File: config.mk
export PLATFORM = sky130hd
export DESIGN_NAME = modbus_sensor_frame_rx_top
export DESIGN_NICKNAME = d
export VERILOG_FILES = /design/src/hw/rtl/msfrx_pkg.sv /design/src/hw/rtl/modbus_sensor_frame_rx_top.sv /design/src/hw/rtl/msfrx_crc.sv
export SDC_FILE = /design/constraint.sdc
export NUM_CORES = 1
export LEC_CHECK = 0
export BUFFER_PORTS_ARGS = -buffer_cell sky130_fd_sc_hd__buf_4
export CAP_MARGIN = 5
export CORE_MARGIN = 10
export CORE_UTILIZATION = 40
export CTS_BUF_LIST = sky130_fd_sc_hd__clkbuf_16
export DETAILED_ROUTE_END_ITERATION = 10
export HOLD_SLACK_MARGIN = 0.15
export PLACE_DENSITY = 0.63
export SETUP_SLACK_MARGIN = 0.15
export SYNTH_ARGS = -nofsm -noshare
export SYNTH_HDL_FRONTEND = slang
export SYNTH_SLANG_ARGS = --single-unit
File: constraint.sdc
create_clock -name i_clk -period 5.69 [get_ports i_clk]
set_input_delay 1.4225 -clock i_clk [delete_from_list [all_inputs] [get_ports i_clk]]
set_output_delay 1.4225 -clock i_clk [all_outputs]
set_load 0.01 [all_outputs]
File: src/hw/rtl/msfrx_pkg.sv
`default_nettype none
// ----------------------------------------------------------------------------
// msfrx_pkg
// Shared constants, types and functions of the sensor frame receiver.
// ----------------------------------------------------------------------------
package msfrx_pkg;

    localparam int WIN_DEPTH = 8;
    localparam int CRC_SPAN  = 7;
    localparam int CNT_W     = $clog2(WIN_DEPTH);
    localparam int FILL_W    = $clog2(WIN_DEPTH + 1);

    localparam logic [7:0]  FUNC_CODE  = 8'h03;
    localparam logic [7:0]  BYTE_COUNT = 8'h04;
    localparam logic [15:0] CRC_INIT   = 16'hFFFF;
    localparam logic [15:0] CRC_POLY   = 16'hA001;

    typedef struct packed {
        logic load;
        logic step;
    } t_crc_ctl;

    // fold one byte into the reflected CRC-16, one bit per inner step
    function automatic logic [15:0] crc_byte(input logic [15:0] crc_in,
                                             input logic [7:0]  data);
        logic [15:0] c;
        c = crc_in ^ {8'h00, data};
        for (int b = 0; b < 8; b++) begin
            if (c[0]) begin
                c = (c >> 1) ^ CRC_POLY;
            end else begin
                c = c >> 1;
            end
        end
        return c;
    endfunction

    // negative words map to word minus 65535, i.e. word plus one mod 2^16
    function automatic logic [15:0] temp_conv(input logic [7:0] hi,
                                              input logic [7:0] lo);
        logic [15:0] w;
        w = {hi, lo};
        if (hi[7]) begin
            return w + 16'd1;
        end
        return w;
    endfunction

endpackage
`default_nettype wire

File: src/hw/rtl/modbus_sensor_frame_rx_top.sv
`default_nettype none
// ----------------------------------------------------------------------------
// modbus_sensor_frame_rx_top
// Sliding nine-byte window receiver for Modbus temperature/humidity replies.
// ----------------------------------------------------------------------------
// Each received byte is one request. While fewer than eight bytes are held,
// a byte is simply stored. Once the window is full, each byte starts a
// check: the CRC unit folds the seven oldest window bytes one byte per cycle,
// then the check state compares sync bytes and CRC; the next byte is not
// accepted until the check ends. An accepted frame loads the output register
// and empties the window; if an earlier result is still waiting, the check
// holds until the output register is free.
module modbus_sensor_frame_rx_top (
    input  wire logic        i_clk,
    input  wire logic        i_rst_n,
    input  wire logic        i_s_tvalid,
    output logic             o_s_tready,
    input  wire logic [7:0]  i_s_tdata,   // [7:0] rx_byte
    output logic             o_m_tvalid,
    input  wire logic        i_m_tready,
    output logic [39:0]      o_m_tdata    // [7:0] slave_addr,
                                          // [23:8] temperature_tenths,
                                          // [39:24] humidity_tenths
);
    import msfrx_pkg::*;

    localparam logic [1:0] S_IDLE  = 2'd0;
    localparam logic [1:0] S_CRC   = 2'd1;
    localparam logic [1:0] S_CHECK = 2'd2;

    logic [1:0]        r_state, n_state;
    logic [CNT_W-1:0]  r_cnt, n_cnt;
    logic [FILL_W-1:0] r_fill, n_fill;
    logic [7:0]        r_win [WIN_DEPTH];
    logic [7:0]        n_win [WIN_DEPTH];
    logic [7:0]        r_new, n_new;
    logic              r_out_valid, n_out_valid;
    logic [39:0]       r_out, n_out;

    t_crc_ctl    crc_ctl;
    logic [15:0] crc;
    logic        s_acc;
    logic        frame_ok;
    logic        out_free;

    msfrx_crc u_crc (
        .i_clk   (i_clk),
        .i_ctl   (crc_ctl),
        .i_digit (r_win[r_cnt]),
        .o_crc   (crc)
    );

    assign o_s_tready = (r_state == S_IDLE);
    assign s_acc      = i_s_tvalid && o_s_tready;
    assign out_free   = !r_out_valid || i_m_tready;
    assign frame_ok   = (r_win[1] == FUNC_CODE) && (r_win[2] == BYTE_COUNT) &&
                        (r_win[7] == crc[7:0]) && (r_new == crc[15:8]);

    always_comb begin
        n_state     = r_state;
        n_cnt       = r_cnt;
        n_fill      = r_fill;
        n_win       = r_win;
        n_new       = r_new;
        n_out       = r_out;
        n_out_valid = r_out_valid;
        crc_ctl     = '0;
        if (r_out_valid && i_m_tready) begin
            n_out_valid = 1'b0;
        end
        unique case (r_state)
            S_IDLE: begin
                if (s_acc) begin
                    if (r_fill < FILL_W'(WIN_DEPTH)) begin
                        n_win[r_fill[CNT_W-1:0]] = i_s_tdata;
                        n_fill = r_fill + FILL_W'(1);
                    end else begin
                        n_new        = i_s_tdata;
                        n_cnt        = '0;
                        crc_ctl.load = 1'b1;
                        n_state      = S_CRC;
                    end
                end
            end
            S_CRC: begin
                crc_ctl.step = 1'b1;
                n_cnt        = r_cnt + CNT_W'(1);
                if (r_cnt == CNT_W'(CRC_SPAN - 1)) begin
                    n_state = S_CHECK;
                end
            end
            S_CHECK: begin
                if (frame_ok) begin
                    if (out_free) begin
                        n_out       = {r_win[5], r_win[6], temp_conv(r_win[3], r_win[4]),
                                       r_win[0]};
                        n_out_valid = 1'b1;
                        for (int i = 0; i < WIN_DEPTH; i++) begin
                            n_win[i] = '0;
                        end
                        n_fill  = '0;
                        n_state = S_IDLE;
                    end
                end else begin
                    for (int i = 0; i < WIN_DEPTH - 1; i++) begin
                        n_win[i] = r_win[i+1];
                    end
                    n_win[WIN_DEPTH-1] = r_new;
                    n_state            = S_IDLE;
                end
            end
            default: begin
                n_state = S_IDLE;
            end
        endcase
    end

    always_ff @(posedge i_clk) begin
        if (!i_rst_n) begin
            r_state     <= S_IDLE;
            r_cnt       <= '0;
            r_fill      <= '0;
            r_out_valid <= 1'b0;
            for (int i = 0; i < WIN_DEPTH; i++) begin
                r_win[i] <= '0;
            end
        end else begin
            r_state     <= n_state;
            r_cnt       <= n_cnt;
            r_fill      <= n_fill;
            r_out_valid <= n_out_valid;
            r_win       <= n_win;
        end
    end

    always_ff @(posedge i_clk) begin
        r_new <= n_new;
        r_out <= n_out;
    end

    assign o_m_tvalid = r_out_valid;
    assign o_m_tdata  = r_out;

endmodule
`default_nettype wire

File: src/hw/rtl/msfrx_crc.sv
`default_nettype none
// ----------------------------------------------------------------------------
// msfrx_crc
// Byte-serial CRC-16 accumulator: one window byte folded per step.
// ----------------------------------------------------------------------------
module msfrx_crc (
    input  wire logic                i_clk,
    input  wire msfrx_pkg::t_crc_ctl i_ctl,
    input  wire logic [7:0]          i_digit,
    output logic [15:0]              o_crc
);
    import msfrx_pkg::*;

    logic [15:0] r_crc;
    logic [15:0] n_crc;

    always_comb begin
        n_crc = r_crc;
        if (i_ctl.load) begin
            n_crc = CRC_INIT;
        end else if (i_ctl.step) begin
            n_crc = crc_byte(r_crc, i_digit);
        end
    end

    always_ff @(posedge i_clk) begin
        r_crc <= n_crc;
    end

    assign o_crc = r_crc;

endmodule
`default_nettype wire

Word level (Yosys, flattened, before mapping)
Cells that the tools add are included.
{"block": "op_classes", "bitwise": 12, "mux": 61, "eq_ne": 14, "addsub": 3, "order_cmp": 4, "reduce_logical": 17}
{"cell": "$mux 16", "count": 24}
{"cell": "$mux 64", "count": 4}
{"cell": "$pmux 64 s2", "count": 1}
{"cell": "$bwmux 64", "count": 1}
{"cell": "$bmux 8 s3", "count": 1}
{"cell": "$demux 8 s3", "count": 1}
{"cell": "$mux 8", "count": 3}
{"cell": "$not 2->3", "count": 8}
{"cell": "$add 16x1->16 const B", "count": 1}
{"cell": "$eq 8x8->1", "count": 2}
{"cell": "$mux 4", "count": 4}
{"cell": "$xor 16x8->16", "count": 1}
{"cell": "$mux 1", "count": 12}
{"cell": "$mux 2", "count": 5}
{"cell": "$reduce_and 3->1", "count": 3}
{"cell": "$eq 8x2->1 const B", "count": 1}
{"cell": "$eq 8x3->1 const B", "count": 1}
{"cell": "$ge 4x4->1 const B", "count": 2}
{"cell": "$ne 2x2->1 const B", "count": 4}
{"cell": "$not 3->4", "count": 2}
{"cell": "$pmux 4 s2", "count": 1}
{"cell": "$reduce_and 4->1", "count": 2}
{"cell": "$logic_and 1x1->1", "count": 6}
{"cell": "$mux 3", "count": 2}
{"cell": "17 further kinds", "count": 19}
{"block": "word_totals", "regBits": 138, "word_cells": 126, "in_bits": 12, "out_inout_bits": 42}

Logic depth before layout (Yosys ltp)
{"block": "logic_depth", "depth_word": 35, "depth_mapped": 9, "ltp_nobuf": 7}

Hierarchy
From an unflattened synthesis, not the netlist that was laid out.
{"block": "hier_totals", "hier_cells": 761, "area_unflattened_um2": 7264.5}
{"module": "modbus_sensor_frame_rx_top", "instances": 1, "seq_area_each_um2": 2922.8, "area_each_um2": 6274.8, "cells_per_inst": 669}
{"module": "msfrx_crc", "instances": 1, "seq_area_each_um2": 320.3, "area_each_um2": 989.7, "cells_per_inst": 92}

Worst setup path after synthesis
Ideal clock, no wire load.
{"block": "synth_path", "kind": "register to register", "start": "reg r_new[5]", "end": "reg r_out[0] (netlist: o_m_tdata[0]) (enable)", "arrival_time_ns": 4.339, "n_path_buf": 0, "setup_ns": 0.487, "path_slack_ns": 0.865, "required_ns": 5.203, "stages_incl_launch_ff": 6, "cell_sequence": "edfxtp_1 > xor2_1 > or4_4 > nor4b_4 > nand2_1 > nor3_1"}
{"block": "synth_between", "elab_chain_len": 3}
{"element": "start, declared", "line_no": "modbus_sensor_frame_rx_top.sv:36", "text": "logic [7:0] r_new, n_new;"}
{"element": "start signal, assigned", "line_no": "modbus_sensor_frame_rx_top.sv:137", "text": "r_new <= n_new;"}
{"element": "$eq 8x8->1", "line_no": "modbus_sensor_frame_rx_top.sv:57", "text": "(r_win[7] == crc[7:0]) && (r_new == crc[15:8]);"}
{"element": "$logic_and 1x1->1", "line_no": "modbus_sensor_frame_rx_top.sv:57"}
{"element": "$reduce_and 3->1 (no source line)"}
{"element": "end signal, assigned", "line_no": "modbus_sensor_frame_rx_top.sv:138", "text": "r_out <= n_out;"}
{"element": "end, declared", "line_no": "modbus_sensor_frame_rx_top.sv:38", "text": "logic [39:0] r_out, n_out;"}
No other way between the ends.
A chain may end at the register's enable or synchronous reset.

Worst setup path after layout
{"block": "layout_path", "start": "reg r_win[40] in the netlist's numbering", "end": "reg r_win[30] in the netlist's numbering"}
{"block": "layout_between", "elab_chain_len": 6, "word_cells_on_any_way": 8, "classes_between": "2 x eq/ne; 2 x mux; 4 x reduce/logical"}
{"element": "start, declared", "line_no": "modbus_sensor_frame_rx_top.sv:34", "text": "logic [7:0] r_win [WIN_DEPTH];"}
{"element": "start signal, assigned", "line_no": "modbus_sensor_frame_rx_top.sv:132", "text": "r_win <= n_win;"}
{"element": "$eq 8x3->1 *", "line_no": "modbus_sensor_frame_rx_top.sv:56", "text": "assign frame_ok = (r_win[1] == FUNC_CODE) && (r_win[2] == BYTE_COUNT) &&"}
{"element": "$logic_and 1x1->1 * (2 in series)", "line_no": "modbus_sensor_frame_rx_top.sv:56"}
{"element": "$logic_and 1x1->1 *", "line_no": "modbus_sensor_frame_rx_top.sv:57"}
{"element": "$ne 3x3->1 (no source line) / $mux 64 (equally long branches)"}
{"element": "$reduce_and 4->1 (no source line) / $pmux 64 s2 (equally long branches)"}
Every way passes the cells marked *; elsewhere a longest branch is shown, timed or not.

==> results.py <==
metrics = {
    "pwr": {
        "p_switching_mw": 0.547,
        "powerDensity_mw_per_mm2": 281,
        "power_frac_comb_pct": 7.3,
        "leakage_nw": 2.81,
        "pwr-share-seq_pct": 47.8,
        "clkPwrFrac_pct": 44.9,
        "p_int_mw": 1.66,
        "peakVddDrop_mv": 0.214,
        "power.total_mw": 2.20,
        "swShare_pct": 24.8,
    },
    "drt": {
        "drcViolationCount": 0,
        "drt_iter0_markers": 579,
        "viasPerCell": 5.81,
        "firstDrtPassIters": 5,
        "wl_mm": 20.2,
        "postRouteAntennaNets": 0,
        "num_vias": 5459,
        "wl_per_cell_um": 21.5,
    },
    "global_routing": {
        "grt_pass1_wl_mm": 30.8,
        "antenna_found_initial": 0,
        "grt_max_degree": 57,
        "grt_pass1_vias": 5196,
        "grt_use_total_pct": 18.0,
        "grt-ovfl-total": 0,
    },
    "die": {
        "ios": 54,
        "rows": 47,
        "dieArea_mm2": 0.0226,
        "dieHeight_um": 150,
        "die_w_um": 150,
        "start_util_pct": 40.9,
        "core_area_mm2": 0.0166,
    },
    "clocking": {
        "cts.sinks": 138,
        "numCtsBuffers": 17,
        "htree_num_levels": 4,
        "path_clk_slew_ns": 0.06,
        "clk_latency_ns": 0.43,
        "root_buffer": "clkbuf_16",
        "cts_tree": "done",
        "cts.path.max_buffers": 2,
        "cts_hold_buf": 0,
        "postCtsSetupBuffers": 0,
        "cts_resized": 0,
    },
    "sta": {
        "fin_crit_ns": 3.18,
        "tightest_slew_ns": 1.22,
        "fmaxAchievable_mhz": 315,
        "finalSetupViolations": 0,
        "drv_slew": 0,
        "clock_skew_ns": 0.0162,
        "period_share_pct": 55.8,
        "rsz0062_at_grt": "no",
        "final.setup.tns_ns": 0,
        "final_hold_viol_count": 0,
        "slew_headroom_pct": 18.5,
    },
    "worst_setup_path": {
        "ff2ff_path_depth": 7,
        "crit_path_end": "r_win[30]$_SDFFE_PN0P_",
        "worstSetupPathType": "reg2reg",
        "worstPathArrival_ns": 3.49,
        "startpoint_type": "register",
        "regToRegStartpoint": "r_win[40]$_SDFFE_PN0P_",
        "rr_endpoint": "r_win[30]$_SDFFE_PN0P_",
        "critPathCaptureType": "register",
        "cp-startpoint": "r_win[40]$_SDFFE_PN0P_",
        "ff2ff_setup_slack_ns": 2.51,
        "crit_required_ns": 6.00,
        "critPathMaxFanout": 10,
    },
    "synthesis": {
        "synth.avg_cell_area_um2": 10.2,
        "synth-seq-cells": 138,
        "yosysSeqAreaShare_pct": 47.7,
        "yosysWarnings": 0,
        "synth_compound_area_share_pct": 18.0,
        "yosysUniqueCellTypes": 55,
        "synthFlopType": "dfxtp_1",
        "synth_top_family_by_area": "compound AO/OA/AOI/OAI gates",
        "synth_edf_count": 48,
        "syn-num-nets": 685,
        "netlist_top_cells_area": "dfxtp_1, edfxtp_1, nor2_1",
        "syn_inst": 669,
        "synth_adder_area_share_pct": 0.736,
        "synth_top_area_share_pct": 26.5,
        "synth-simple-area-share_pct": 15.0,
        "synth_area_leader_cell": "dfxtp_1",
        "synthArstFlopShare_pct": 0,
        "synth.area.mux_share_pct": 7.14,
        "netlist_area_mm2": 0.00680,
        "synth_xor_area_share_pct": 8.01,
    },
    "run": {
        "drv_cap": 0,
    },
    "placement": {
        "place_congestion": 0.958,
        "postPlaceCellArea_mm2": 0.00733,
        "post-dp-hpwl_mm": 14.6,
        "port_buffers": 53,
    },
    "finish": {
        "design_area_mm2": 0.00785,
        "fillers": 1550,
        "final_cell_mix": "nor2_1, dfxtp_1, buf_4",
        "regArea_mm2": 0.00324,
        "area_growth_pct": 15.5,
        "n_antenna_cell": 0,
        "layout-drive-gt1-share_pct": 16.9,
        "multiInputGateArea_mm2": 0.00334,
        "layout.nets": 723,
        "final_common_cell": "nor2_1",
    },
    "worst_hold_path": {
        "hold_depth": 0,
        "hold_class": "reg2reg",
    },
    "outcome": {
        "status": "completed",
    },
}
per-layer routing:
metal / vias up / part of all wire [%] / GRT usage (%)
met5: - / 0 / 0
met2: 230 / 45 / 27.0
met3: 25 / 8.6 / 4.86
met1: 2655 / 44 / 24.3
li1: 2549 / - / -
met4: 0 / 1.8 / 6.17
registers in the layout, indices dropped and copies added, names as in the netlist:
register / flops
r_cnt: 3
o_m_tdata: 40
r_state: 2
r_new: 8
r_fill: 4
u_crc.o_crc: 16
o_m_tvalid: 1
r_win: 64
cells by family (layout without fill, tap and decap cells):
logic type,Yosys count,after routing
AND/OR/NAND/NOR,218,218
AO/OA/AOI/OAI,168,168
flip-flops,138,138
XOR/XNOR,54,54
buffers and inverters,45,96
multiplexers,42,42
adder cells (fa/ha/maj),4,4
worst min path at each step:
stage | end | from
4_1_cts | o_m_tdata[1]$_DFFE_PP_ | r_win[57]$_SDFFE_PN0P_
6_report | o_m_tdata[1]$_DFFE_PP_ | r_win[57]$_SDFFE_PN0P_
5_1_grt | o_m_tdata[1]$_DFFE_PP_ | r_win[57]$_SDFFE_PN0P_
3_3_place_gp | o_m_tdata[7]$_DFFE_PP_ | r_win[63]$_SDFFE_PN0P_
3_5_place_dp | o_m_tdata[1]$_DFFE_PP_ | r_win[57]$_SDFFE_PN0P_
2_1_floorplan | o_m_tdata[7]$_DFFE_PP_ | r_win[63]$_SDFFE_PN0P_
power by group through the flow:
stage	Clock, mW	Sequential (mW)	Combinational, mW
CTS	1.00	1.05	0.158
global placement	0	1.07	0.155
finish	0.990	1.05	0.160
floorplan	0	1.06	0.122
detailed placement	0	1.07	0.157
global route	1.05	1.05	0.174
worst max-delay path, stage by stage, from the launching register on:
cell	delay, ns
dfxtp_1	0.38
nor4_1	0.35
nand4_1	0.23
nor4_1	0.82
nand2_1	0.30
o31ai_4	0.61
mux2i_1	0.29
nor2b_1	0.07
Yosys cell counts (6+ instances only):
master / instances
o21ai_0: 8
dfxtp_1: 90
nand3_1: 13
clkbuf_1: 34
xnor2_1: 28
nand2b_1: 10
o2bb2ai_1: 6
edfxtp_1: 48
a21oi_2: 7
nor2b_1: 11
mux2i_1: 26
mux2_2: 11
a32oi_1: 15
nand2_1: 44
nor2_1: 100
xor2_1: 21
a21oi_1: 47
o211a_1: 10
a211oi_1: 44
nor3_1: 9
through the flow:
step	cells	hold WS [ns]	setup WS, ns	util [%]
6_report	940	0.484	2.51	47.2
3_3_place_gp	908	0.462	2.44	44.0
3_5_place_dp	908	0.471	2.44	44.0
2_1_floorplan	669	0.426	0.865	-
5_1_grt	940	0.507	2.30	47.2
4_1_cts	940	0.483	2.57	47.2
cell type report:
cell class                 instances  share of cell area (%)
clock buffer                      17                    5.42
clock inverter                    15                    1.29
multi-input combinational        486                    42.6
sequential                       138                    41.3
tap                              220                    3.51
inverter                           4                   0.191
timing repair buffer              60                    5.74
No activity file was read; power rests on OpenSTA's default activity.
